**config.mk**
```make
export PLATFORM = sky130hd
export DESIGN_NAME = nbc_wide_mul
export DESIGN_NICKNAME = d
export VERILOG_FILES = /design/src/nbc_pkg.sv /design/src/nbc_wide_mul.sv
export SDC_FILE = /design/constraint.sdc
export NUM_CORES = 1
export LEC_CHECK = 0
export ABC_CLOCK_PERIOD_IN_PS = 15200
export BUFFER_PORTS_ARGS = -buffer_cell sky130_fd_sc_hd__buf_2
export CAP_MARGIN = 20
export CORE_MARGIN = 2
export CORE_UTILIZATION = 58
export DETAILED_ROUTE_END_ITERATION = 10
export HOLD_SLACK_MARGIN = 0.1
export PLACE_DENSITY = 0.81
export SLEW_MARGIN = 15
export SYNTH_ARGS = -nofsm -noshare
export SYNTH_HDL_FRONTEND = slang
export SYNTH_SLANG_ARGS = --single-unit
export TNS_END_PERCENT = 10
```
**constraint.sdc**
```tcl
create_clock -name i_clk -period 15.2 [get_ports i_clk]
set_clock_uncertainty 0.15 [all_clocks]
set_input_delay 1.52 -clock i_clk [delete_from_list [all_inputs] [get_ports i_clk]]
set_output_delay 1.52 -clock i_clk [all_outputs]
set_load 0.03 [all_outputs]
```
**src/nbc_pkg.sv**
```systemverilog
package nbc_pkg;

    // Request codes
    localparam logic REQ_TRAIN    = 1'b0;
    localparam logic REQ_CLASSIFY = 1'b1;

    // Configuration register indexes
    localparam int          CFG_IDX_BITS = 2;
    localparam int          CFG_DATA_BITS = 4;
    localparam logic [1:0]  CFG_LABELS   = 2'd0;
    localparam logic [1:0]  CFG_ATTRS    = 2'd1;
    localparam logic [3:0]  LABELS_RESET = 4'd4;
    localparam logic [3:0]  ATTRS_RESET  = 4'd6;

    // Field widths fixed by the interface
    localparam int VALUE_BITS = 4;
    localparam int LABEL_BITS = 3;
    localparam int NUM_VALUE_PORTS = 8;

    // Limb width of the serial wide multiplier
    localparam int LIMB_BITS = 16;

    typedef enum logic [2:0] {
        ST_CLEAR,
        ST_IDLE,
        ST_TR_RD,
        ST_TR_WR,
        ST_CX_RD,
        ST_CX_MUL,
        ST_CMP,
        ST_DONE
    } t_state;

    // Per-lane count memory control
    typedef struct packed {
        logic clr;
        logic rd;
        logic inc;
    } t_lane_ctl;

endpackage

```
**src/nbc_wide_mul.sv**
```systemverilog
module nbc_wide_mul
    import nbc_pkg::*;
#(
    parameter int FACTOR_BITS = 17,
    parameter int NUM_LIMBS   = 16
) (
    input  logic                           i_clk,
    input  logic                           i_rst_n,
    input  logic                           i_init,
    input  logic                           i_en,
    input  logic [FACTOR_BITS-1:0]         i_factor,
    output logic [NUM_LIMBS*LIMB_BITS-1:0] o_acc,
    output logic                           o_last
);

    localparam int ACC_BITS  = NUM_LIMBS * LIMB_BITS;
    localparam int PROD_BITS = LIMB_BITS + FACTOR_BITS;
    localparam int CNT_BITS  = $clog2(NUM_LIMBS + 1);

    logic [ACC_BITS-1:0]    r_acc;
    logic [FACTOR_BITS-1:0] r_carry;
    logic [CNT_BITS-1:0]    r_limb;
    logic [PROD_BITS-1:0]   n_prod;

    // one limb times the factor plus the running carry
    always_comb begin
        n_prod = PROD_BITS'(r_acc[LIMB_BITS-1:0]) * PROD_BITS'(i_factor)
               + PROD_BITS'(r_carry);
    end

    assign o_last = (r_limb == CNT_BITS'(NUM_LIMBS - 1));

    // limb counter and carry
    always_ff @(posedge i_clk) begin
        if (!i_rst_n || i_init) begin
            r_limb  <= '0;
            r_carry <= '0;
        end else if (i_en) begin
            if (o_last) begin
                r_limb  <= '0;
                r_carry <= '0;
            end else begin
                r_limb  <= r_limb + 1'b1;
                r_carry <= n_prod[PROD_BITS-1:LIMB_BITS];
            end
        end
    end

    // accumulator rotates one limb per cycle while enabled
    always_ff @(posedge i_clk) begin
        if (i_init) begin
            r_acc <= ACC_BITS'(1);
        end else if (i_en) begin
            r_acc <= {n_prod[LIMB_BITS-1:0], r_acc[ACC_BITS-1:LIMB_BITS]};
        end
    end

    assign o_acc = r_acc;

endmodule

```
==> results of run 1 <==
==> path summary, 6_finish.rpt <==
path | startpoint | slack [ns] | end
worst min register to register | r_carry[16] | 0.30 | r_carry[16]
worst max-delay path | i_factor[10] | 8.35 | r_carry[5]
worst min-delay path | r_carry[16] | 0.30 | r_carry[16]
worst max register to register | o_acc[1] | 8.70 | r_carry[5]
==> per-layer routing <==
layer | wire (um) | part of all wire | up-vias
li1 | - | - | 6690
met1 | 19100 | 0.40 | 7094
met2 | 23400 | 0.48 | 557
met3 | 3840 | 0.079 | 113
met4 | 1900 | 0.039 | 0
met5 | 0 | 0 | -
==> layout by cell type, fill, tap and decap left out, drive strengths merged, types with 3 or more instances in the layout <==
cell and count:
clkinv 8, ha 108, and2 104, fa 225, clkbuf 37, a31oi 8
xor2 14, nand2b 5, and3 8, xnor2 12, a21o 10, dfxtp 278
nor2 267, a21oi 40, nor3 4, mux2i 254, a211oi 3, nand3 11
nor2b 6, buf 285, nand2 214, o21ai 26, inv 262
==> where the power goes <==
group          switching [uW]  leakage, uW  internal, uW
Sequential               5.86      0.00224           733
Clock                     277     0.000432           380
Combinational            71.6      0.00837          35.2
==> state kept, by name (all words and copies together), names as in the netlist <==
name / count
o_acc: 256
r_carry: 17
r_limb: 5
==> metrics by stage <==
step | util | cell area [um^2] | instances
final | 0.664 | 21600 | 2670
after global routing | 0.664 | 21600 | 2670
after CTS | 0.662 | 21600 | 2666
after detailed placement | 0.636 | 20700 | 2618
after global placement | 0.636 | 20700 | 2618
after floorplan | - | 19100 | 1999
==> layout make-up <==
cell class                      count  area share
Sequential cell                   278       0.257
Timing Repair Buffer              285      0.0695
Clock buffer                       37      0.0348
Multi-Input combinational cell   1354       0.561
Tap cell                          442      0.0256
Clock inverter                     11     0.00567
Antenna cell                        1    0.000116
Inverter                          262      0.0455
==> worst max-delay path, delay by kind of cell <==
kind / cells / cell delay [ns]
fa+ha+maj: 7 / 3.45
compound gates: 4 / 1.10
buf+inv: 6 / 0.57
simple gates: 3 / 0.47
==> cell families (layout without fill, tap and decap cells) <==
kind of cell               Yosys count  after routing  share of synthesized area
and+or+nand+nor                    629            629                      0.143
buffers and inverters              367            595                     0.0738
adders and majority gates          333            333                      0.306
DFF                                278            278                      0.291
muxes                              255            255                      0.134
AOI/OAI and AO/OA                  111            111                     0.0397
xor gates and xnor gates            26             26                     0.0119
other                                0              1                          0
==> flow_metrics.tcl, run 1 <==
set metrics [dict create \
    htreeDepth 1 \
    rsz0062_at_grt "no" \
    syn-num-nets 2353 \
    areaGrowthSynthToFinish_pct 13.1 \
    finalSetupTns_ns 0 \
    grtUsageMet3 0.0691 \
    critPathKind "in -> reg" \
    grt-busiest-layer "met2" \
    crit_chain "buf_2 > nand2_1 > fa_1 > fa_1 > inv_1 > fa_1 > inv_1 > fa_1 > inv_1 > fa_1 > inv_1 > fa_1 > inv_1 > ha_1 > and3_1 > a31oi_1 > a21o_2 > nand2_2 > a311o_1 > a32o_1" \
    yosys-top-cells-area "dfxtp_1 29%, fa_1 24%, mux2i_1 13%, ha_1 7.1%, nor2_1 5.2%" \
    period_minus_slack_ns 6.85 \
    clockBufferDepth 3 \
    synthArstFlopShare 0 \
    yosys-top-cells-count "278 x dfxtp_1, 267 x nor2_1, 262 x inv_1" \
    seq_area_frac_synth 0.291 \
    p_total_uw 1500 \
    vias 14500 \
    dr.pass1.iters 5 \
    port_buffers 277 \
    antenna_found_initial 1 \
    ys_seq_elements 278 \
    synth_top_area_share 0.291 \
    die_area_um2 34400 \
    num_rows 66 \
    outcome "finished, final reports clean" \
    grt_use_met1 0.355 \
    ir_drop_v 0.0000933 \
    grt_first_pass_wirelength_mm 77.7 \
    grt_max_degree 115 \
    synth_edf_count 0 \
    gp_congestion 0.898 \
    ys.flop_type "dfxtp_1" \
    avgSynthCellArea_um2 9.56 \
    drt-initial-drc-count 936 \
    antenna_left 0 \
    end_kind "register" \
    io_pins 278 \
    yosysTopAreaCell "dfxtp_1" \
    finalHoldViolCount 0 \
    slew_headroom 0.336 \
    die_h_um 186 \
    start_util 0.587 \
    met2_usage 0.482 \
    hold_buffers 0 \
    die_x_um 186 \
    setup_ws_ns 8.35 \
    place_ws_ns 7.90 \
    worst_slew_pin_slew_ns 0.995 \
    cts_tree "done" \
    vias_per_cell 5.41 \
    crit_path_frequent_cell "fa_1" \
    maxSlewViolCount 0 \
    yosysMostFrequentCell "dfxtp_1" \
    clk_latency_ns 0.53 \
    hold_path_class "reg -> reg" \
    netlist_area_um2 19100 \
    worstSetupStartpointType "input pin" \
    crit_required_ns 15.46 \
    cts_resized 0 \
    multi_input_area_um2 12100 \
    postCtsSetupRepairBufs 0 \
    grt_pass1_vias 15000 \
    grt-ovfl-total 0 \
    fin_crit_sh 0.450 \
    clockRootBuffer "clkbuf_16" \
    seq_area_um2 5570 \
    layout.nets 2561 \
    cts_inserted_buffers 26 \
    drive_gt1_frac 0.154 \
    wl_per_cell_um 18.1 \
    slowest_stage "fa_1" \
    n_fill_cell 2613 \
    cpPeakStageDelay_ns 0.56 \
    fmax_ghz 0.146 \
    fin_worst_hold_slack_ns 0.297 \
    dpl.hpwl_mm 37.2 \
    path_max_fanout 16 \
    max_cap_viol_count 0 \
    route.detailed.drc 0 \
    grtUsageTotal 0.285 \
    design.core.area_um2 32500 \
    detail_route.wirelength_mm 48.2 \
    syn_inst 1999 \
    arrival_ns 7.11 \
    setup_violations 0 \
    cts_num_sinks 278 \
    clk_pin_slew_ns 0.06 \
    power_density_nw_per_um2 69.5 \
    synth_cell_types 57 \
    power_leakage_uw 0.0110 \
    hold_depth 2 \
    yosys_warnings 0 \
    r2r_cells 19 \
]
Power figures use the tool's default switching activity.
==> inputs of run 2 (changes only) <==
- ABC_AREA: unset -> 1
- ABC_CLOCK_PERIOD_IN_PS: 15200 -> 7000
- PLACE_DENSITY: 0.81 -> 0.8
- clock period: 15.2 -> 7 ns (I/O delays scaled with it)
==> run 2 against run 1 <==
Compared with the run above:
- worst hold slack better by 0.017 ns
- via count is 20% higher
- final area rose by 2.1%
- setup slack lost 7.5 ns
- first-iteration DRC count is 61% higher
- sequential power grew to 2.6 times the previous value
- critical path type is now reg -> reg
- critical endpoint is now r_carry[11]
==> flow_metrics.tcl, run 2 <==
set metrics [dict create \
    reg2reg_from "o_acc[4]" \
    detail_route.wirelength_mm 53.4 \
    layout.nets 3165 \
    grt-ovfl-total 0 \
    htreeDepth 1 \
    postCtsSetupRepairBufs 0 \
    grt_first_pass_wirelength_mm 87.9 \
    antenna_found_initial 1 \
    areaGrowthSynthToFinish_pct 10.9 \
    multi_input_area_um2 11900 \
    worstSetupStartpointType "register" \
    design.core.area_um2 33600 \
    max_cap_viol_count 0 \
    die_h_um 189 \
    layout_common_cells "533 x nor2_1, 478 x nand2_1, 467 x inv_1" \
    power_leakage_uw 0.0121 \
    final_common_cell "nor2_1" \
    hold_path_class "reg -> reg" \
    route.detailed.drc 0 \
    die_area_um2 35800 \
    yosysMostFrequentCell "nor2_1" \
    fmax_ghz 0.163 \
    yosys_warnings 0 \
    largest_register_ffs 256 \
    clockBufferDepth 3 \
    clockRootBuffer "clkbuf_16" \
    start_util 0.592 \
    seq_area_um2 5570 \
    cts_num_sinks 278 \
    drt-initial-drc-count 1503 \
    maxSlewViolCount 0 \
    grtUsageTotal 0.301 \
    seq_area_frac_synth 0.280 \
    setup_violations 0 \
    path_max_fanout 19 \
    arrival_ns 6.38 \
    cts_inserted_buffers 28 \
    avgSynthCellArea_um2 7.50 \
    hold_buffers 0 \
    die_x_um 189 \
    finalSetupTns_ns 0 \
    clk_latency_ns 0.54 \
    wl_per_cell_um 16.3 \
    cts_resized 0 \
    grt_pass1_vias 16800 \
    dpl.hpwl_mm 41.0 \
    fin_crit_sh 0.878 \
    syn_inst 2651 \
    ys_seq_elements 278 \
    io_pins 278 \
    critPathKind "reg -> reg" \
    synth_cell_types 34 \
    vias_per_cell 5.31 \
    antenna_left 0 \
    setup_ws_ns 0.853 \
    port_buffers 277 \
    synth_top_area_share 0.280 \
    netlist_area_um2 19900 \
    outcome "finished, final reports clean" \
    yosys-top-cells-count "533 x nor2_1, 478 x nand2_1, 468 x inv_1" \
    gp_congestion 0.965 \
    worst_slew_pin_slew_ns 1.09 \
    worstHoldStart "r_carry[15]" \
    end_kind "register" \
    power_density_nw_per_um2 309 \
    yosys-top-cells-area "dfxtp_1 28%, fa_1 23%, nor2_1 10%, nand2_1 9.0%, inv_1 8.8%" \
    drive_gt1_frac 0.127 \
    place_ws_ns 0.803 \
    crit_start "o_acc[4]" \
    synth_edf_count 0 \
    clk_pin_slew_ns 0.06 \
    ys.flop_type "dfxtp_1" \
    yosysTopAreaCell "dfxtp_1" \
    cts_tree "done" \
    finalHoldViolCount 0 \
    grt_max_degree 179 \
    n_fill_cell 2838 \
    rsz0062_at_grt "no" \
    slew_headroom 0.276 \
    vias 17400 \
    synthArstFlopShare 0 \
    syn-num-nets 3005 \
    num_rows 67 \
    ir_drop_v 0.000182 \
    crit_required_ns 7.24 \
    dr.pass1.iters 6 \
    period_minus_slack_ns 6.15 \
]
## run 2: cell types whose count changed after synthesis, moves of 103 or more
cell	change
mux2i_1	-254
nor2_1	+266
inv_1	+206
o21ai_0	+239
and2_1	-103
nand2_1	+265
## run 2: kinds of logic (layout without fill, tap and decap cells)
| logic type | Yosys count | count (layout) | synth area share |
|---|---|---|---|
| buf+inv | 625 | 803 | 0.124 |
| simple gates | 1087 | 1087 | 0.215 |
| other cells | 0 | 1 | 0 |
| compound gates | 313 | 313 | 0.0810 |
| flops | 278 | 278 | 0.280 |
| xor+xnor | 15 | 15 | 0.00660 |
| fa+ha+maj | 333 | 333 | 0.294 |
## run 2: critical path: stages (launching register included)
cell and delay (ns):
dfxtp_1 0.94, nand2_1 0.19, fa_1 0.53, fa_1 0.51, inv_1 0.06, fa_1 0.50, inv_1 0.06, fa_1 0.61
fa_1 0.45, fa_1 0.50, inv_1 0.04, ha_1 0.40, nand2_1 0.18, nor2_2 0.17, inv_1 0.05, o21bai_1 0.24
nand2_1 0.12, nand3_1 0.08, nand2_1 0.05, nand3_1 0.07, a21oi_1 0.06
## run 2: final cells by class
type	count	share of cell area
antenna	1	0.000113
sequential	278	0.252
inverter	469	0.0802
clock buffer	35	0.0347
tap	448	0.0254
timing repair buffer	286	0.0662
multi-input combinational	1748	0.538
clock inverter	13	0.00363
## run 2: routing by layer
| layer | routed length [um] | up-vias | track usage |
|---|---|---|---|
| met2 | 25100 | 701 | 0.491 |
| met5 | 0 | - | 0 |
| li1 | - | 8218 | - |
| met4 | 1650 | 0 | 0.0933 |
| met1 | 22800 | 8366 | 0.420 |
| met3 | 3930 | 113 | 0.0397 |
## run 2: metrics by stage
stage	utilization	cell area, um^2	hold slack (ns)	cells	power (uW)
2_1_floorplan	-	19900	0.294	2651	4380
3_3_place_gp	0.631	21200	0.307	3229	5350
3_5_place_dp	0.631	21200	0.308	3229	5410
4_1_cts	0.657	22100	0.318	3277	6820
5_1_grt	0.657	22100	0.337	3278	7360
6_report	0.657	22100	0.315	3278	6810
## run 2: path summary, 6_finish.rpt
check        slack, ns           to  cells after the start
max reg2reg       0.85  r_carry[11]                     20
min reg2reg       0.31  r_carry[15]                      2
min               0.31  r_carry[15]                      2
max               0.85  r_carry[11]                     20
## run 2: report_power, final
group / internal, uW / total (uW) / switching, uW / leakage (uW)
registers: 1730 / 1890 / 161 / 0.00230
logic: 1190 / 3530 / 2350 / 0.00939
clock network: 773 / 1390 / 615 / 0.000431
